==> config.mk <==
export PLATFORM = sky130hd
export DESIGN_NAME = htg_cell
export DESIGN_NICKNAME = d
export VERILOG_FILES = /design/src/design/hit_time_gap_clusterer_top_macros.svh /design/src/design/htg_cell.sv
export SDC_FILE = /design/constraint.sdc
export NUM_CORES = 1
export LEC_CHECK = 0
export ABC_AREA = 1
export BUFFER_PORTS_ARGS = -buffer_cell sky130_fd_sc_hd__buf_2
export CORE_MARGIN = 5
export CORE_UTILIZATION = 25
export CTS_CLUSTER_DIAMETER = 150
export DETAILED_ROUTE_END_ITERATION = 7
export PLACE_DENSITY = 0.49
export SLEW_MARGIN = 40
export SYNTH_ARGS = -nofsm -noshare
export SYNTH_HDL_FRONTEND = slang
export SYNTH_SLANG_ARGS = --single-unit
export TNS_END_PERCENT = 20
==> constraint.sdc <==
create_clock -name clk -period 3.59 [get_ports clk]
set_clock_uncertainty 0.1 [all_clocks]
set_input_delay 0.359 -clock clk [delete_from_list [all_inputs] [get_ports clk]]
set_output_delay 0.359 -clock clk [all_outputs]
set_load 0.02 [all_outputs]
==> src/design/hit_time_gap_clusterer_top_macros.svh <==
// ----------------------------------------------------------------------------
// hit_time_gap_clusterer_top_macros
// Assertion macros shared by the clusterer RTL. Expect clk and rst_n in scope.
// ----------------------------------------------------------------------------
`ifndef HIT_TIME_GAP_CLUSTERER_TOP_MACROS_SVH
`define HIT_TIME_GAP_CLUSTERER_TOP_MACROS_SVH

// same-cycle implication
`define HTG_ASSERT_IMP(lbl, ante, cons, msg) \
  lbl: assert property (@(posedge clk) disable iff (!rst_n) (ante) |-> (cons)) \
    else $error(msg);

// next-cycle implication
`define HTG_ASSERT_NXT(lbl, ante, cons, msg) \
  lbl: assert property (@(posedge clk) disable iff (!rst_n) (ante) |=> (cons)) \
    else $error(msg);

`endif

==> src/design/htg_cell.sv <==
// ----------------------------------------------------------------------------
// htg_cell
// One slot of the sorting chain. Inserts shift larger times up by one slot,
// drains shift the whole chain down toward slot zero.
// ----------------------------------------------------------------------------
module htg_cell #(
  parameter int TW = 24,
  parameter int IW = 6
) (
  input  logic          clk,
  input  logic          rst_n,
  input  logic          insert,
  input  logic          shift_dn,
  input  logic [TW-1:0] new_tstamp,
  input  logic [IW-1:0] new_idx,
  input  logic          lft_gt,
  input  logic          lft_valid,
  input  logic [TW-1:0] lft_tstamp,
  input  logic [IW-1:0] lft_idx,
  input  logic          rgt_valid,
  input  logic [TW-1:0] rgt_tstamp,
  input  logic [IW-1:0] rgt_idx,
  output logic          cell_valid,
  output logic [TW-1:0] cell_tstamp,
  output logic [IW-1:0] cell_idx,
  output logic          cell_gt
);

  logic          valid_r, valid_nxt;
  logic [TW-1:0] tstamp_r, tstamp_nxt;
  logic [IW-1:0] idx_r, idx_nxt;

  // empty slot counts as larger than any time
  assign cell_gt = !valid_r || (tstamp_r > new_tstamp);

  always_comb begin
    valid_nxt  = valid_r;
    tstamp_nxt = tstamp_r;
    idx_nxt    = idx_r;
    if (insert && cell_gt) begin
      if (lft_gt) begin
        valid_nxt  = lft_valid;
        tstamp_nxt = lft_tstamp;
        idx_nxt    = lft_idx;
      end else begin
        valid_nxt  = 1'b1;
        tstamp_nxt = new_tstamp;
        idx_nxt    = new_idx;
      end
    end else if (shift_dn) begin
      valid_nxt  = rgt_valid;
      tstamp_nxt = rgt_tstamp;
      idx_nxt    = rgt_idx;
    end
  end

  always_ff @(posedge clk) begin
    if (!rst_n) begin
      valid_r <= 1'b0;
    end else begin
      valid_r <= valid_nxt;
    end
  end

  always_ff @(posedge clk) begin
    tstamp_r <= tstamp_nxt;
    idx_r    <= idx_nxt;
  end

  assign cell_valid  = valid_r;
  assign cell_tstamp = tstamp_r;
  assign cell_idx    = idx_r;

endmodule

==> results.yml <==
outcome:
  status: "complete, no violations"
synth:
  synth_cells: 288
  synth.distinct_cells: 25
  synthAdderAreaFrac_pct: 12.0
  synth-simple-area-share_pct: 23.4
  syn_area_mm2: 0.00250
  synth_xor_area_share_pct: 0
  synth.mux.area_fraction_pct: 0
  synthTopCellsByArea: "edfxtp_1, nand2_1, o211ai_2"
  synth_warnings: 0
  synth_top_cell_by_area: "edfxtp_1"
  ys_seq_elements: 31
  seq_area_frac_synth_pct: 36.8
  synth_compound_area_share_pct: 17.6
  synth.top_cell.area_share_pct: 36.0
  synth_top_family_by_area: "simple AND/OR/NAND/NOR gates"
  syn_nets: 409
  syn-mean-instance-area_um2: 8.68
worst_hold_path:
  hold_class: "in2reg"
drt:
  ant_nets: 0
  wl_mm: 7.10
  wl_per_cell_um: 12.9
  vias: 2261
  drt_iter0_drc: 86
  drcViolationCount: 0
  via_per_inst: 4.12
  firstDrtPassIters: 4
floorplan:
  die_w_um: 110
  io_pins: 129
  coreArea_mm2: 0.00977
  die_area_mm2: 0.0121
  row_count: 36
  initial_core_util_pct: 25.6
  dieHeight_um: 110
critical_path:
  cp_common_cell: "nand2_1"
  critPathLaunchType: "register"
  critical-path-top-delay-family: "simple AND/OR/NAND/NOR gates"
  cpPeakStageDelay_ps: 400
  critPathMaxFanout: 30
  critPathBufInv: 1
  crit_arrival_ps: 2400
  rrSetupSlack_ps: 1030
  path_cells: "ha_1 -> nand2_1 -> nor2_1 -> nand2_1 -> nor3_2 -> nand2_1 -> nand3_1 -> nand2_1 -> nand2_2 -> nand2_4 -> nand2_1 -> buf_4"
  cp-end-kind: "register"
  critPathSlowestCell: "edfxtp_1"
  worstPathRequired_ps: 3430
  critical_path_class: "reg2reg"
sta:
  whs_ps: 213
  hold_viol: 0
  setup_viol: 0
  fin_crit_ps: 2560
  fin_ws_ps: 1030
  fin_tns_setup_ps: 0
  fmax_mhz: 390
  worstMarginPinSlew_ps: 687
  finalCritPeriodShare_pct: 71.4
  rsz0062_at_grt: "false"
  relSlewSlack_pct: 54.2
  final-max-slew-violation-count: 0
clock_tree:
  numCtsBuffers: 5
  cts_tree: "done"
  clock_sinks: 31
  insertion_delay_ps: 280
  holdBufCountCts: 0
  post_cts_resized: 0
  cts_setup_buffers: 0
  h-tree-depth: 2
  cts_max_path_buffers: 2
  cts.clk_slew.worst_paths_ps: 70
  cts_root_buf: "clkbuf_8"
grt:
  grt_pass1_vias: 2346
  grt_pass1_wl_mm: 10.8
  antenna_found_initial: 0
  grt_max_degree: 43
  grt_usage_pct: 11.6
  grt_overflow_total: 0
final_layout:
  multi_input_area_mm2: 0.00133
  area_growth_pct: 32.6
  fin_nets: 535
  drive_gt1_share_pct: 43.6
  seq_area_um2: 921
  fill_cells: 1072
job:
  maxCapViolations: 0
placed_design:
  io_buffers: 128
  pre_cts_ws_ps: 869
  place.gp.congestion: 0.748
  hpwl_mm: 5.64
pwr:
  ir_drop_mv: 0.119
  p_total_uw: 1190
  p_leak_uw: 0.00178
  power_density_mw_per_mm2: 358
flip-flops by register name, summed over array words and instances (netlist names):
register / count
cell_valid: 1
cell_tstamp: 24
cell_idx: 6
routing by layer:
layer / GRT usage (%) / share of wire, % / wire length [µm]
met1: 13.5 / 43 / 3020
met2: 20.3 / 48 / 3430
met3: 4.08 / 8.7 / 615
met4: 2.67 / 0.46 / 33
met5: 0 / 0 / 0
cell type report:
type	instances	share of cell area [%]
Inverter	37	4.38
Multi-Input combinational cell	208	40.0
Clock buffer	7	2.60
Sequential cell	31	27.8
Timing Repair Buffer	131	20.0
Clock inverter	1	0.151
Tap cell	133	5.02
Antenna cell	1	0.0755
synth_stat cells:
cell type  count
nand2_1      117
inv_1         35
edfxtp_1      30
o211ai_2      30
ha_1          24
a21oi_1        9
or2_2          7
nand3_1        6
nor2_1         5
buf_2          4
buf_12         3
buf_4          3
a21o_1         2
clkbuf_1       2
and2_1         1
and3_1         1
dfxtp_1        1
inv_2          1
inv_6          1
nand2_2        1
nand2_4        1
nand4_1        1
nor2_2         1
nor3_2         1
o21ai_0        1
worst register-to-register path: cells and delay by family, from the launching register on:
| family | cells | cell delay [ps] |
|---|---|---|
| flip-flops | 1 | 400 |
| adder cells (fa/ha/maj) | 1 | 330 |
| AND/OR/NAND/NOR | 10 | 1010 |
| buffers and inverters | 1 | 370 |
power by group:
part / switching [µW] / internal, µW / total [µW]
Sequential: 24.1 / 460 / 484
Combinational: 255 / 160 / 416
Clock: 131 / 155 / 286
Total: 410 / 775 / 1190
final timing paths:
kind	start	end	depth (start not counted)
max reg2reg	cell_tstamp[19]	cell_tstamp[12]	12
min	rst_n	cell_valid	3
min reg2reg	cell_valid	cell_valid	2
max	cell_tstamp[19]	cell_tstamp[12]	12
per-stage QoR:
step | std cells | util [%] | cell area, µm²
after detailed placement | 540 | 32.9 | 3220
after floorplan | 288 | - | 2500
after CTS | 548 | 33.9 | 3310
final | 549 | 33.9 | 3310
after global placement | 540 | 32.9 | 3220
after global routing | 548 | 33.9 | 3310
cells in the final DEF, fill, tap and decap left out, drive strengths merged:
| cell type | netlist | routed |
|---|---|---|
| buf | 10 | 131 |
| nand2 | 119 | 119 |
| inv | 37 | 36 |
| o211ai | 30 | 30 |
| edfxtp | 30 | 30 |
| ha | 24 | 24 |
| a21oi | 9 | 9 |
| or2 | 7 | 7 |
| clkbuf | 2 | 7 |
| nand3 | 6 | 6 |
| nor2 | 6 | 6 |
| a21o | 2 | 2 |
| clkinv | 0 | 2 |
| diode | 0 | 1 |
| nand4 | 1 | 1 |
| nor3 | 1 | 1 |
| and2 | 1 | 1 |
| o21ai | 1 | 1 |
| and3 | 1 | 1 |
| dfxtp | 1 | 1 |
cell families (layout without fill, tap and decap cells):
kind of cell	after synthesis	after routing
AOI/OAI and AO/OA	42	42
adders and majority gates	24	24
DFF	31	31
and+or+nand+nor	142	142
other	0	1
buffers and inverters	49	176
(Power assumes the default switching activity.)
