==> config.mk <==
export PLATFORM = sky130hd
export DESIGN_NAME = htg_labeler_flat
export DESIGN_NICKNAME = d
export VERILOG_FILES = /design/src/design/htg_pkg.sv /design/src/design/htg_out_if.sv /design/src/design/htg_labeler.sv /design/src/flat_wrapper.sv
export VERILOG_INCLUDE_DIRS = /design/src /design/src/design
export SDC_FILE = /design/constraint.sdc
export NUM_CORES = 1
export LEC_CHECK = 0
export BUFFER_PORTS_ARGS = -buffer_cell sky130_fd_sc_hd__buf_2
export CELL_PAD_IN_SITES_DETAIL_PLACEMENT = 2
export CELL_PAD_IN_SITES_GLOBAL_PLACEMENT = 2
export CORE_AREA = 5 5 266 216
export CTS_CLUSTER_SIZE = 24
export DETAILED_ROUTE_END_ITERATION = 16
export DIE_AREA = 0 0 271 221
export PLACE_DENSITY = 0.77
export SYNTH_ARGS = -nofsm -noshare
export SYNTH_HDL_FRONTEND = slang
export SYNTH_SLANG_ARGS = --single-unit
==> constraint.sdc <==
create_clock -name clk -period 7.8 [get_ports clk]
set_input_delay 1.17 -clock clk [delete_from_list [all_inputs] [get_ports clk]]
set_output_delay 1.17 -clock clk [all_outputs]
set_load 0.005 [all_outputs]
==> src/design/hit_time_gap_clusterer_top_macros.svh <==
// ----------------------------------------------------------------------------
// hit_time_gap_clusterer_top_macros
// Assertion macros shared by the clusterer RTL. Expect clk and rst_n in scope.
// ----------------------------------------------------------------------------
`ifndef HIT_TIME_GAP_CLUSTERER_TOP_MACROS_SVH
`define HIT_TIME_GAP_CLUSTERER_TOP_MACROS_SVH

// same-cycle implication
`define HTG_ASSERT_IMP(lbl, ante, cons, msg) \
  lbl: assert property (@(posedge clk) disable iff (!rst_n) (ante) |-> (cons)) \
    else $error(msg);

// next-cycle implication
`define HTG_ASSERT_NXT(lbl, ante, cons, msg) \
  lbl: assert property (@(posedge clk) disable iff (!rst_n) (ante) |=> (cons)) \
    else $error(msg);

`endif

==> src/design/htg_pkg.sv <==
// ----------------------------------------------------------------------------
// htg_pkg
// Shared constants and control types of the hit time gap clusterer.
// ----------------------------------------------------------------------------
package htg_pkg;

  localparam int HIT_TIME_W    = 24;
  localparam int GAP_W         = 24;
  localparam int IDX_OUT_W     = 6;
  localparam int CNT_OUT_W     = 7;
  localparam int MAX_HITS_DEF  = 64;
  localparam int TIME_BITS_DEF = 24;

  localparam logic [GAP_W-1:0] GAP_RESET = GAP_W'(300);

  typedef struct packed {
    logic drain;
    logic drain_first;
    logic emit;
  } lbl_ctrl_t;

  typedef struct packed {
    logic emit_done;
  } lbl_stat_t;

endpackage

==> src/design/htg_out_if.sv <==
// ----------------------------------------------------------------------------
// htg_out_if
// Result channel: one result word per hit, or one for an empty event.
// ----------------------------------------------------------------------------
interface htg_out_if;
  logic                          valid;
  logic                          ready;
  logic                          hit_valid;
  logic [htg_pkg::IDX_OUT_W-1:0] hit_index;
  logic [htg_pkg::IDX_OUT_W-1:0] subevent_number;
  logic [htg_pkg::CNT_OUT_W-1:0] subevent_count;
  logic                          overflow;
  logic                          last_result;

  modport source (output valid, hit_valid, hit_index, subevent_number, subevent_count,
                  overflow, last_result, input ready);
  modport sink   (input valid, hit_valid, hit_index, subevent_number, subevent_count,
                  overflow, last_result, output ready);
endinterface

==> src/design/htg_labeler.sv <==
// ----------------------------------------------------------------------------
// htg_labeler
// Labels the drained sorted times with subevent numbers, stores them by load
// index and streams the results out in load order.
// ----------------------------------------------------------------------------
`include "hit_time_gap_clusterer_top_macros.svh"

module htg_labeler #(
  parameter int MAX_HITS  = 64,
  parameter int TIME_BITS = 24
) (
  input  logic                                    clk,
  input  logic                                    rst_n,
  input  htg_pkg::lbl_ctrl_t                      ctrl,
  output htg_pkg::lbl_stat_t                      stat,
  input  logic [htg_pkg::GAP_W-1:0]               max_gap,
  input  logic [TIME_BITS-1:0]                    head_tstamp,
  input  logic [$clog2(MAX_HITS)-1:0]             head_idx,
  input  logic [$clog2(MAX_HITS+1)-1:0]           hit_total,
  input  logic                                    ovf,
  htg_out_if.source                               out_ch
);
  import htg_pkg::*;

  localparam int IW = $clog2(MAX_HITS);
  localparam int CW = $clog2(MAX_HITS + 1);
  localparam int DW = (TIME_BITS > GAP_W) ? TIME_BITS : GAP_W;

  logic [IW-1:0]        sub_mem [MAX_HITS];
  logic [IW-1:0]        sub_r, sub_nxt;
  logic [TIME_BITS-1:0] prev_r;
  logic [TIME_BITS-1:0] diff;
  logic                 gap_open;

  logic [CW-1:0] issue_cnt_r;
  logic [CW-1:0] ridx_r;
  logic [IW-1:0] rdata_r;
  logic          rv_r, rv_nxt;

  logic          out_valid_r, out_valid_nxt;
  logic          out_hv_r;
  logic [IDX_OUT_W-1:0] out_idx_r;
  logic [IDX_OUT_W-1:0] out_sub_r;
  logic [CNT_OUT_W-1:0] out_cnt_r;
  logic          out_ovf_r;
  logic          out_last_r;

  logic out_free, n_zero, move, issue, empty_go, last_move;

  // drain side
  assign diff     = head_tstamp - prev_r;
  assign gap_open = !ctrl.drain_first && (DW'(diff) > DW'(max_gap));
  assign sub_nxt  = ctrl.drain_first ? '0 : sub_r + IW'(gap_open);

  always_ff @(posedge clk) begin
    if (ctrl.drain) begin
      sub_r  <= sub_nxt;
      prev_r <= head_tstamp;
      sub_mem[head_idx] <= sub_nxt;
    end
    if (issue) begin
      rdata_r <= sub_mem[issue_cnt_r[IW-1:0]];
      ridx_r  <= issue_cnt_r;
    end
  end

  // emit side
  assign out_free  = !out_valid_r || out_ch.ready;
  assign n_zero    = (hit_total == '0);
  assign move      = ctrl.emit && !n_zero && rv_r && out_free;
  assign issue     = ctrl.emit && !n_zero && (issue_cnt_r < hit_total) && (!rv_r || move);
  assign empty_go  = ctrl.emit && n_zero && out_free;
  assign last_move = move && ((ridx_r + CW'(1)) == hit_total);

  assign stat.emit_done = last_move || empty_go;

  always_comb begin
    rv_nxt = rv_r;
    if (issue) begin
      rv_nxt = 1'b1;
    end else if (move) begin
      rv_nxt = 1'b0;
    end
    out_valid_nxt = out_valid_r && !out_ch.ready;
    if (move || empty_go) begin
      out_valid_nxt = 1'b1;
    end
  end

  always_ff @(posedge clk) begin
    if (!rst_n) begin
      rv_r        <= 1'b0;
      out_valid_r <= 1'b0;
      issue_cnt_r <= '0;
    end else begin
      rv_r        <= rv_nxt;
      out_valid_r <= out_valid_nxt;
      if (ctrl.drain_first) begin
        issue_cnt_r <= '0;
      end else if (issue) begin
        issue_cnt_r <= issue_cnt_r + CW'(1);
      end
    end
  end

  always_ff @(posedge clk) begin
    if (move) begin
      out_hv_r   <= 1'b1;
      out_idx_r  <= IDX_OUT_W'(ridx_r);
      out_sub_r  <= IDX_OUT_W'(rdata_r);
      out_cnt_r  <= CNT_OUT_W'(sub_r) + CNT_OUT_W'(1);
      out_ovf_r  <= ovf;
      out_last_r <= (ridx_r + CW'(1)) == hit_total;
    end else if (empty_go) begin
      out_hv_r   <= 1'b0;
      out_idx_r  <= '0;
      out_sub_r  <= '0;
      out_cnt_r  <= '0;
      out_ovf_r  <= ovf;
      out_last_r <= 1'b1;
    end
  end

  assign out_ch.valid           = out_valid_r;
  assign out_ch.hit_valid       = out_hv_r;
  assign out_ch.hit_index       = out_idx_r;
  assign out_ch.subevent_number = out_sub_r;
  assign out_ch.subevent_count  = out_cnt_r;
  assign out_ch.overflow        = out_ovf_r;
  assign out_ch.last_result     = out_last_r;

  `HTG_ASSERT_IMP(a_lbl_ridx, rv_r, ridx_r < hit_total, "read index past hit total")
  `HTG_ASSERT_IMP(a_lbl_issue, ctrl.emit && !n_zero, issue_cnt_r <= hit_total, "issue count past total")
  `HTG_ASSERT_NXT(a_lbl_move, move, out_valid_r, "moved word not in output register")

endmodule

==> src/flat_wrapper.sv <==
// flat-port wrapper written by rule: the top's interface ports become plain ports
module htg_labeler_flat import htg_pkg::*;
#(
  parameter int MAX_HITS  = 64,
  parameter int TIME_BITS = 24
)
  (clk, rst_n, ctrl, stat, max_gap, head_tstamp, head_idx, hit_total, ovf, out_ch_valid, out_ch_hit_valid, out_ch_hit_index, out_ch_subevent_number, out_ch_subevent_count, out_ch_overflow, out_ch_last_result, out_ch_ready);
  htg_out_if out_ch_i ();
  input  logic clk;
  input  logic rst_n;
  input  htg_pkg::lbl_ctrl_t ctrl;
  output htg_pkg::lbl_stat_t stat;
  input  logic [htg_pkg::GAP_W-1:0] max_gap;
  input  logic [TIME_BITS-1:0] head_tstamp;
  input  logic [$clog2(MAX_HITS)-1:0] head_idx;
  input  logic [$clog2(MAX_HITS+1)-1:0] hit_total;
  input  logic ovf;
  output wire logic [$bits(out_ch_i.valid)-1:0] out_ch_valid;
  output wire logic [$bits(out_ch_i.hit_valid)-1:0] out_ch_hit_valid;
  output wire logic [$bits(out_ch_i.hit_index)-1:0] out_ch_hit_index;
  output wire logic [$bits(out_ch_i.subevent_number)-1:0] out_ch_subevent_number;
  output wire logic [$bits(out_ch_i.subevent_count)-1:0] out_ch_subevent_count;
  output wire logic [$bits(out_ch_i.overflow)-1:0] out_ch_overflow;
  output wire logic [$bits(out_ch_i.last_result)-1:0] out_ch_last_result;
  input wire logic [$bits(out_ch_i.ready)-1:0] out_ch_ready;
  assign out_ch_valid = out_ch_i.valid;
  assign out_ch_hit_valid = out_ch_i.hit_valid;
  assign out_ch_hit_index = out_ch_i.hit_index;
  assign out_ch_subevent_number = out_ch_i.subevent_number;
  assign out_ch_subevent_count = out_ch_i.subevent_count;
  assign out_ch_overflow = out_ch_i.overflow;
  assign out_ch_last_result = out_ch_i.last_result;
  assign out_ch_i.ready = out_ch_ready;
  htg_labeler #(.MAX_HITS(MAX_HITS), .TIME_BITS(TIME_BITS)) u_core (.clk(clk), .rst_n(rst_n), .ctrl(ctrl), .stat(stat), .max_gap(max_gap), .head_tstamp(head_tstamp), .head_idx(head_idx), .hit_total(hit_total), .ovf(ovf), .out_ch(out_ch_i));
endmodule
==> results of run 1 <==
-- cell usage after synthesis, drive strengths merged (3+ instances only) --
cell,count
nand2,38
mux4,108
nor3,8
a21o,20
o21ai,15
nand2b,8
nand3,21
o2111ai,3
buf,18
a31oi,6
o21bai,4
edfxtp,448
mux2i,13
clkbuf,31
o21a,4
a221oi,7
nor2b,13
inv,61
or3,3
nand4,15
nor2,120
xnor2,22
a211oi,11
nand3b,3
dfxtp,10
and2,15
a21oi,30
and3,4
ha,58
mux2,3
xor2,19
o22ai,11
-- logic make-up after synthesis --
family	synth area share
buffers and inverters	0.0227
adders and majority gates	0.0374
AOI/OAI and AO/OA	0.0445
xor gates and xnor gates	0.0192
muxes	0.130
DFF	0.686
and+or+nand+nor	0.0602
-- stage by stage --
stage                      util  worst slack, ns  std cells  area (um^2)  power, mW
after floorplan               -            0.916       1181        19900       3.13
after global placement    0.389             1.06       1951        21200       3.28
after detailed placement  0.389            0.623       1951        21200       3.31
after CTS                 0.416             1.23       2033        22700       5.55
after global routing      0.416            0.834       2033        22700       5.71
final                     0.416             1.18       2034        22700       5.49
-- final cells by class --
type / instances / area share
diodes: 1 / 0.000110
clock buffers: 62 / 0.0583
clock inverters: 20 / 0.00749
inverters: 63 / 0.0104
multi-input cells: 611 / 0.258
flip-flops and latches: 458 / 0.601
well taps: 711 / 0.0392
repair buffers: 108 / 0.0257
-- routing by layer --
| layer | part of all wire | track usage | vias up |
|---|---|---|---|
| li1 | - | - | 4855 |
| met1 | 0.43 | 0.251 | 5979 |
| met3 | 0.057 | 0.0402 | 66 |
| met2 | 0.49 | 0.305 | 331 |
| met5 | 0 | 0 | - |
| met4 | 0.018 | 0.0398 | 0 |
-- cell usage in the layout, fill, tap and decap left out, types with 4 or more instances in the layout --
master / instances
sky130_fd_sc_hd__xnor2_1: 22
sky130_fd_sc_hd__a221oi_1: 7
sky130_fd_sc_hd__nor2b_1: 11
sky130_fd_sc_hd__inv_1: 61
sky130_fd_sc_hd__o21ai_0: 14
sky130_fd_sc_hd__mux2i_1: 13
sky130_fd_sc_hd__nand2_1: 38
sky130_fd_sc_hd__nand3_1: 21
sky130_fd_sc_hd__clkinv_1: 10
sky130_fd_sc_hd__o21a_1: 4
sky130_fd_sc_hd__nand4_1: 15
sky130_fd_sc_hd__a31oi_1: 6
sky130_fd_sc_hd__clkbuf_8: 5
sky130_fd_sc_hd__clkbuf_1: 8
sky130_fd_sc_hd__a21oi_1: 29
sky130_fd_sc_hd__and3_1: 4
sky130_fd_sc_hd__mux4_2: 108
sky130_fd_sc_hd__dfxtp_1: 7
sky130_fd_sc_hd__nor2_4: 4
sky130_fd_sc_hd__ha_1: 58
sky130_fd_sc_hd__nand2b_1: 8
sky130_fd_sc_hd__and2_1: 15
sky130_fd_sc_hd__o21bai_1: 4
sky130_fd_sc_hd__nor2_1: 116
sky130_fd_sc_hd__xor2_1: 19
sky130_fd_sc_hd__a211oi_1: 11
sky130_fd_sc_hd__o22ai_1: 11
sky130_fd_sc_hd__nor3_1: 8
sky130_fd_sc_hd__clkbuf_16: 49
sky130_fd_sc_hd__edfxtp_1: 448
sky130_fd_sc_hd__a21o_1: 20
sky130_fd_sc_hd__buf_2: 91
sky130_fd_sc_hd__buf_4: 17
sky130_fd_sc_hd__clkinv_2: 7
-- worst max-delay path by stage --
stage | startpoint | endpoint | depth (start not counted)
CTS | head_tstamp[0] | u_core.sub_mem[7][3] | 22
finish | head_tstamp[0] | u_core.sub_mem[14][3] | 22
global placement | head_tstamp[0] | u_core.sub_mem[6][3] | 22
detailed placement | head_tstamp[0] | u_core.sub_mem[14][3] | 22
global route | head_tstamp[0] | u_core.sub_mem[6][3] | 22
floorplan | head_tstamp[0] | u_core.sub_mem[0][4] | 21
-- power groups by stage --
stage	clock network (mW)	registers (mW)	logic (mW)
after global placement	0	2.84	0.440
after global routing	2.40	2.79	0.520
after floorplan	0	2.83	0.303
after detailed placement	0	2.84	0.474
final	2.23	2.79	0.474
after CTS	2.29	2.79	0.477
-- state kept, by name, summed over array words and instances, names as in the netlist --
register	count
u_core.issue_cnt_r	7
u_core.out_ch.hit_valid	1
u_core.out_ch.last_result	1
u_core.sub_r	6
u_core.ridx_r	7
u_core.prev_r	24
u_core.rdata_r	6
u_core.rv_r	1
u_core.out_ch.overflow	1
u_core.sub_mem	384
u_core.out_ch.subevent_count	7
u_core.out_ch.valid	1
u_core.out_ch.subevent_number	6
u_core.out_ch.hit_index	6
==> results summary, run 1 <==
The run finished with clean final reports. The largest voltage drop on the vdd net came out at 0.156 mV. The peak per-stage delay on the critical path is 0.78 ns.

In this run the power density over the cells is 242 nW/um^2. The total iterations of the first detailed-routing run is 6. The endpoint identified for the worst register-to-register timing path is u_core.sub_mem[14][3]. The clock tree buffer depth is 3. Internal power comes to 4.23 mW. Counting both buffers and inverters, the worst setup path holds a total of 4. The switching power share of the total is 0.229. The number of buffers inserted during clock tree synthesis came out at 47.

The startpoint identified for the worst register-to-register timing path is u_core.prev_r[0]. The worst setup path is of the primary input to register kind. The sum of negative setup slack is 0 ns.

The sequential fraction of design power is 0.507. The final number of max-transition violations was 0. The post-synthesis cell count came out at 1181. The slack of the worst reg-to-reg path is 1.61 ns. The signal on the critical path passes through buf_2 > inv_1 > ha_1 > inv_1 > fa_1 > a211oi_1 > o21ai_0 > o2111ai_1 > a21o_1 > o21ai_0 > xor2_1 > ha_1 > nand4_1 > or3_1 > nor2_1 > o31ai_1 > a221oi_1 > ha_1 > nand3_1 > xor2_1 > nor2_4 > buf_4.

After synthesis, the netlist uses 61 different library cells. The synthesized net count is 1308. Clock skew on the completed layout was measured at 0.0235 ns. Along the worst hold path, the cell count comes to 0. The library cell contributing the largest single delay on the critical path is sky130_fd_sc_hd__nor2_4. The number of failing hold endpoints at the final stage came out at 0. In the final layout, flip-flops and latches occupy 13700 um^2.

The startpoint identified for the worst hold timing path is u_core.issue_cnt_r[6]. Fill cells in the final layout number 5234. The number of nets still failing antenna checks after routing is 0. The number of top-level pins came out at 92.

Of the available clock period, the critical path in the final layout requires 0.849. The total of hold buffers inserted after clock tree synthesis came out at 0. The mean area per synthesized cell is 16.9 um^2. The TritonCTS sink count came out at 458. Clock latency on the worst-skew pair, taken at its later pin, is 0.58 ns. The via-per-instance ratio is 5.52. In the final layout, the share of cells above drive strength 1 is 0.226. The number of global-route vias before repair is 12500. The startpoint kind of the worst setup timing path is a primary input.

The maximum clock rate is 151 MHz. Yosys attributes the largest share of cell area to sky130_fd_sc_hd__edfxtp_1 (68%), sky130_fd_sc_hd__mux4_2 (12%), sky130_fd_sc_hd__ha_1 (3.6%). The number of endpoints failing setup at the final stage came out at 0. The DRC violation count after routing came out at 0. The root buffer cell is sky130_fd_sc_hd__clkbuf_16. The worst hold path belongs to the class register to register.

The initial DRC count came out at 852. The part of the power in the clock network came out at 0.406. At the pin with the least slew margin, the transition time is 1.18 ns.

The area share of the largest cell type after synthesis is 0.676. The height of the chip came out at 221 um. The mean routed wirelength per cell came out at 27.3 um.

For this run, the number of Yosys warnings is 0. The worst hold path terminates at u_core.ridx_r[6]. The floorplan has 77 rows. The number of I/O port buffers came out at 91. The data required time of the critical path is 8.20 ns. The multi-input gate area in the final layout came out at 5850 um^2.

The net count reported at finish came out at 1416. The global-route usage over all layers came out at 0.184. The highest net fanout along the worst path came out at 40. Measured against its own limit, the worst slew margin works out to 0.208. The number of violations of the max-capacitance limit is 0. The core region area is 54600 um^2.

The proportion of power drawn by combinational gates is 0.086. The logic depth of the worst register-to-register path is 20. The routed via count came out at 11200.

The aggregate global routing overflow is 0. The post-synthesis instance area came out at 19900 um^2. The worst setup path is captured at a register. The number of cells upsized or downsized after cts is 0. The synthesized flop and latch total is 458. The maximum number of pins on one net before global-route repair is 66. sky130_fd_sc_hd__edfxtp_1 takes more of the synthesized area than any other cell. Routability-driven placement finished with a final weighted congestion of 0.795.

For this configuration, the core starts out at a cell density of 0.365. The width of the die is 271 um. The clock tree synthesis step divided the H-tree into 2 levels. The total setup buffers inserted after CTS is 0.

The initial antenna violation count came to 1. The total wirelength of the detailed-routed design is 55500 um. The static power due to leakage is 7.81 nW.

The area overhead of the layout relative to synthesis is 14.1%. The final critical delay including setup and external delays is 6.62 ns. The half-perimeter wire length of the detailed placement result is 37300 um. The CTS tree is built. In this run, synthesis inferred 448 flip-flops with an integrated enable. The floorplan step defined a die boundary enclosing 59900 um^2. Counting stages on the worst path, the most repeated cell is sky130_fd_sc_hd__ha_1.

The kind of cell with the highest combined delay along the critical path is compound AO/OA/AOI/OAI gates. Of the synthesized area, sequential elements account for 0.686. The net switching power of the design is 1.26 mW. The clock transition time at the flip-flop clock pins of the worst setup and hold paths came out at 0.06 ns. The arrival time at the worst endpoint came out at 7.03 ns. The worst-case hold slack is 0.521 ns. The first-pass GRT wire length came out at 83600 um. The most used flip-flop cell after synthesis is sky130_fd_sc_hd__edfxtp_1.

The share of synthesized registers carrying an async set or reset came out at 0. Setup repair after global routing left no endpoint under its margin.
Power figures use the tool's default switching activity.
==> inputs of run 2 (changes only) <==
- PLACE_DENSITY: 0.77 -> 0.8
- clock period: 7.8 -> 5.9 ns (I/O delays scaled with it)
==> run 2 against run 1 <==
Effect of this change:
- core utilization up 0.83 points
- sequential share of layout area down 1.2 points
- first-iteration DRC count up 11%
- worst hold slack got worse by 0.042 ns
- die area is the same
- clock skew grew 0.0043 ns
- critical path depth increased by 3
- worst setup slack got worse by 0.87 ns
- critical path type unchanged
- critical endpoint is now u_core.sub_mem[42][4]
==> results summary, run 2 (synthesis results as in run 1) <==
The run finished with clean final reports. The root buffer cell is sky130_fd_sc_hd__clkbuf_16. In this run the critical register-to-register path is launched from u_core.prev_r[3]. The length of routed met3 wiring came out at 2810 um. On the final layout, the worst hold slack is 0.479 ns. The number of top-level pins is 92.

The maximum number of pins on one net before global-route repair came out at 66. The detailed route wirelength on metal2 is 29300 um. The highest net fanout along the worst path is 36.

The total of hold buffers inserted after clock tree synthesis is 0. The share of layout cells above drive strength 1 is 0.253. The library cell used most frequently in the layout, excluding fill and tap cells, is sky130_fd_sc_hd__edfxtp_1. The library cell contributing the largest single delay on the critical path is sky130_fd_sc_hd__a2111oi_0. The clock latency reported for the late side of the worst-skew pair is 0.59 ns. The slack of the worst reg-to-reg path came out at 0.39 ns. The routed via count is 11400. The worst hold path begins at ovf. The final design area excluding fillers came out at 23200 um^2. The total power per unit cell area is 315 nW/um^2.

The number of violations of the max-capacitance limit is 0. The highest layer touched by signal routing is met5. The register with the most flip-flops in the layout has 384 of them. The part of the power in the clock network came out at 0.396.

The clock tree buffer depth is 3. The measured slew at the worst slew-check pin came out at 1.39 ns. The static power due to leakage is 8.03 nW. Dividing the final minimum period by the clock period gives 0.947.

VDD sags by at most 0.278 mV. The maximum clock rate came out at 179 MHz. After detailed placement, the total cell area comes to 21600 um^2. For this run, the share of the core covered by cells in the final layout is 0.424.

The width of the die came out at 271 um. The share of total power dissipated in sequential elements is 0.504. The net switching power of the design is 1.75 mW. The initial antenna violation count came out at 2. The net count reported at finish is 1458. In the final layout, the multi-input gates occupy 5910 um^2. The starting density of the core came out at 0.365.

Measured against its own limit, the worst slew margin works out to 0.0693. The CTS tree is built. The worst hold path belongs to the class primary input to register.

The internal power summed over all cells came out at 5.56 mW. The aggregate global routing overflow is 0. The global-route usage over all layers is 0.187.

For this block, wires on met1 add up to 24000 um. The number of failing hold endpoints at the final stage came out at 0. After routing, the total negative slack on setup checks comes to 0 ns. The proportion of power drawn by combinational gates came out at 0.100.

Clock-pin slew was measured on the worst setup and hold paths at 0.06 ns. The layout has 5134 filler cells. The most flop-heavy register is u_core.sub_mem.

The first detailed-routing pass took 5 iterations. The total wirelength of the detailed-routed design is 57200 um. The half-perimeter wire length of the detailed placement result came out at 38700 um. The initial DRC count came out at 945. The final number of max-transition violations is 0. In the final routed layout, each cell accounts on average for 27.5 um.

The first-pass GRT wire length came out at 85000 um. The register area came out at 13700 um^2. The number of placement rows is 77. Clock tree synthesis found a total of 458 sinks.

The overall power of the completed layout came out at 7.31 mW. The die footprint came out at 59900 um^2. The peak per-stage delay on the critical path is 0.49 ns.

In the layout the commonest cells are sky130_fd_sc_hd__edfxtp_1 (448), sky130_fd_sc_hd__nor2_1 (115), sky130_fd_sc_hd__mux4_2 (108), sky130_fd_sc_hd__buf_2 (91), sky130_fd_sc_hd__inv_1 (61). The number of I/O port buffers is 91. The number of nets still failing antenna checks after routing is 0.

The most prevalent standard cell on the critical path is sky130_fd_sc_hd__ha_1. The cell family contributing the most delay on the critical path is compound AO/OA/AOI/OAI gates. The placer congestion estimate is 0.803.

The number of global-route vias before repair is 12800. The largest registers in the layout are u_core.sub_mem: 384 flops, u_core.prev_r: 24 flops. The arrival time at the worst endpoint is 5.89 ns.

The deepest level of the CTS H-tree is 2. The number of endpoints failing setup at the final stage is 0. The height of the chip is 221 um. The nature of the critical path endpoint is a register.

The switching power share of the total came out at 0.239. After detailed routing, the number of remaining DRC violations is 0. For the finished layout, the period the worst path requires is 5.59 ns.

In this run the worst setup path begins at head_tstamp[0]. The antenna diode instance count came out at 0. The via-per-instance ratio came out at 5.49. STA classifies the critical path startpoint as a primary input.

After floorplanning, the core was sized to cover 54600 um^2. The area overhead of the layout relative to synthesis is 16.4%. The count of buffer and inverter cells on the critical path is 5.

Setup repair after global routing left no endpoint under its margin. The number of buffers inserted during clock tree synthesis came out at 47. The critical path is of the primary input to register type. The data required time of the critical path came out at 6.20 ns. The clock skew after layout came out at 0.0279 ns.
==> run 2: cell types whose count changed in the layout (fill, tap and decap cells not counted), moves of 2 or more <==
cell / change
sky130_fd_sc_hd__buf_12: +10
sky130_fd_sc_hd__buf_4: +29
sky130_fd_sc_hd__clkbuf_1: -2
sky130_fd_sc_hd__clkbuf_8: -5
sky130_fd_sc_hd__clkinv_1: +4
sky130_fd_sc_hd__clkinv_2: +5
sky130_fd_sc_hd__clkinvlp_4: +3
sky130_fd_sc_hd__nor2_4: +3
==> run 2: power groups by stage <==
stage	Sequential, mW	Clock [mW]	Combinational [mW]
after floorplan	3.74	0	0.402
after global placement	3.75	0	0.645
after detailed placement	3.76	0	0.703
after CTS	3.69	2.96	0.722
after global routing	3.69	3.11	0.788
final	3.69	2.90	0.728
==> run 2: repair_timing <==
item,4_1_cts,5_1_grt
resized for setup,3,4
pin swaps,1,3
cloned,2,1
endpoints found under the setup margin,65,130
buffers inserted,0,2
==> run 2: layer usage <==
layer,vias to the layer above,track usage
met5,-,0
met4,2,0.0411
met3,73,0.0325
met2,334,0.329
met1,6056,0.246
li1,4953,-
==> run 2: cell type report <==
cell class,instances,area share
Inverter,63,0.0102
Timing Repair Buffer,147,0.0432
Sequential cell,458,0.590
Multi-Input combinational cell,614,0.255
Tap cell,711,0.0384
Clock buffer,55,0.0539
Clock inverter,32,0.00961
==> run 2: stage by stage <==
stage / std cells / setup slack, ns
floorplan: 1181 / 0.163
detailed placement: 1988 / -0.884
finish: 2080 / 0.312
CTS: 2077 / 0.106
global placement: 1988 / -0.471
global route: 2080 / 0.0546
==> run 2: final timing paths <==
kind                       endpoint  cells after the start
max           u_core.sub_mem[42][4]                     25
min          u_core.out_ch.overflow                      1
max reg2reg   u_core.sub_mem[42][4]                     23
min reg2reg        u_core.ridx_r[6]                      0
==> inputs of run 3 (changes only) <==
- RECOVER_POWER: unset -> 25
==> run 3 against run 2 <==
Effect of this change:
- the flow now finishes with violations (capacitance limit, slew limit)
- via count is 0.18% lower
- critical path type unchanged
- design area shrank 0.38%
- critical path depth unchanged
- critical endpoint unchanged
- largest cell class unchanged
- fmax increased by 0.34%
==> results summary, run 3 (synthesis results as in run 1) <==
The flow ran to the end, but the final reports show violations. The final reports fail on capacitance limit, slew limit. VDD sags by at most 0.278 mV. The highest net fanout along the worst path came out at 36. The path type of the worst min-delay path is primary input to register. The total wirelength of the detailed-routed design came out at 57200 um. Across the routed clock network, the largest skew measured is 0.0289 ns. The largest registers in the layout are u_core.sub_mem: 384 flops, u_core.prev_r: 24 flops. The number of I/O port buffers came out at 91. Max-cap violations in this run came to 3. The static power due to leakage came out at 7.88 nW.

The placed cell area came out at 21600 um^2. In this run the remaining antenna-violating nets after routing total 0. The starting density of the core is 0.365. Hold timing on the final database bottoms out at a slack of 0.477 ns.

The count of buffer and inverter cells on the critical path came out at 5. In the final routed layout, each cell accounts on average for 27.5 um. The deepest level of the CTS H-tree came out at 2. The measured slew at the worst slew-check pin is 3.26 ns.

The number of placement rows came out at 77. The maximum clock rate came out at 180 MHz. In this run the horizontal extent of the chip is 271 um.

The final design area excluding fillers came out at 23100 um^2. The clock latency reported for the late side of the worst-skew pair came out at 0.60 ns. Leaving out fill and tap cells, the most frequent cell in the layout is sky130_fd_sc_hd__edfxtp_1. The number of endpoints failing setup at the final stage came out at 0.

The worst slack at placement came out at -0.884 ns. The placer congestion estimate came out at 0.803. The overall power of the completed layout came out at 7.31 mW. Setup repair after global routing left no endpoint under its margin. Data on the critical path arrives at its endpoint at 5.88 ns. Using the TritonRoute via totals, the vias-per-cell ratio works out to 5.48. STA classifies the critical path endpoint as a register. The most flop-heavy register is u_core.sub_mem. The number of global-route vias before repair came out at 12800.

The type of the setup path with the least slack is primary input to register. The top cell types in the final layout, fill and taps aside, are sky130_fd_sc_hd__edfxtp_1 (448), sky130_fd_sc_hd__nor2_1 (115), sky130_fd_sc_hd__mux4_2 (108), sky130_fd_sc_hd__inv_1 (61), sky130_fd_sc_hd__ha_1 (58). Summed over all nets, the half-perimeter wirelength after detailed placement is 38700 um. After the first detailed-routing iteration, the DRC count stood at 1019. The global-route usage over all layers came out at 0.187. The total iterations of the first detailed-routing run came out at 5. The repair_antennas step left the layout with diodes totalling 0.

The data required time of the critical path is 6.21 ns. The final critical delay including setup and external delays came out at 5.57 ns. The worst relative slew slack is -1.17.

Grouping stages by cell kind, the critical path spends the most delay in compound AO/OA/AOI/OAI gates. The final standard cell utilization of the core came out at 0.423. The total area inside the core boundary comes to 54600 um^2.

The register area is 13700 um^2. The peak per-stage delay on the critical path is 0.49 ns. The final number of max-transition violations came out at 116. The share of the cycle needed by the critical path after routing is 0.944. The routed via count is 11400. In this design, the critical path's most frequently occurring cell is sky130_fd_sc_hd__ha_1. The multi-input gate area in the final layout came out at 5900 um^2. The final layout contains 1458 nets. The first-pass GRT wire length came out at 85000 um. The clock tree buffer depth came out at 3. The library cell contributing the largest single delay on the critical path is sky130_fd_sc_hd__a2111oi_0.

The die footprint came out at 59900 um^2. The height of the chip came out at 221 um. The share of layout cells above drive strength 1 is 0.216.

The total overflow left after global routing is 0. The number of top-level pins came out at 92. The tree built by TritonCTS fans out to 458 sinks.

After detailed routing, the number of remaining DRC violations is 0. The number of buffers inserted during clock tree synthesis came out at 47. The cell sitting at the root of the clock tree is a sky130_fd_sc_hd__clkbuf_16. The total power per unit cell area came out at 317 nW/um^2. After clock tree synthesis, the clock-pin slew on the worst setup and hold paths is 0.06 ns.

The maximum number of pins on one net before global-route repair came out at 66. The number of failing hold endpoints at the final stage came out at 0. The worst setup path is launched from a primary input. The initial antenna violation count came to 2. The area overhead of the layout relative to synthesis came out at 15.9%. The filler cells instantiated in the layout total 5162.

Setup slack on the critical path of the routed design comes to 0.331 ns. The flip-flop count of the largest register, all copies and words added is 384. The CTS tree is built.
## run 3: worst paths after layout
kind                         start                      to  slack [ns]  depth (start not counted)
max                 head_tstamp[0]   u_core.sub_mem[42][4]        0.33                         25
min reg2reg  u_core.issue_cnt_r[6]        u_core.ridx_r[6]        0.50                          0
max reg2reg       u_core.prev_r[3]   u_core.sub_mem[42][4]        0.39                         23
min                            ovf  u_core.out_ch.overflow        0.48                          1
## run 3: final cells by class
cell class              instances  area share
repair buffers                147      0.0404
multi-input cells             614       0.256
flip-flops and latches        458       0.592
well taps                     711      0.0385
clock buffers                  55      0.0541
inverters                      63      0.0102
clock inverters                32     0.00965
## run 3: layer usage
layer  global-route usage  share of wire  up-vias  wire (um)
met5                    0        0.00031        -         18
met4               0.0411          0.018        2       1040
met3               0.0325          0.047       71       2710
met2                0.329           0.51      330      29400
met1                0.246           0.42     6039      24100
li1                     -              -     4956          -
## run 3: metrics by stage
step	TNS (ns)	cells
6_report	0	2080
5_1_grt	0	2080
4_1_cts	0	2077
3_5_place_dp	-68.08	1988
3_3_place_gp	-30.25	1988
2_1_floorplan	0	1181
## run 3: what timing repair did
action | CTS | global route
resized for setup | 3 | 4
pin swaps | 1 | 3
setup endpoints to repair | 65 | 130
setup buffers | 0 | 2
endpoints found under the hold margin | 0 | 0
hold buffers | 0 | 0
gates cloned | 2 | 1
## run 3: power by group
part           leakage, nW  internal (mW)  switching [mW]
Sequential            4.34           3.65          0.0339
Clock                0.715           1.61            1.29
Combinational         2.83          0.300           0.426
Total                 7.88           5.56            1.75
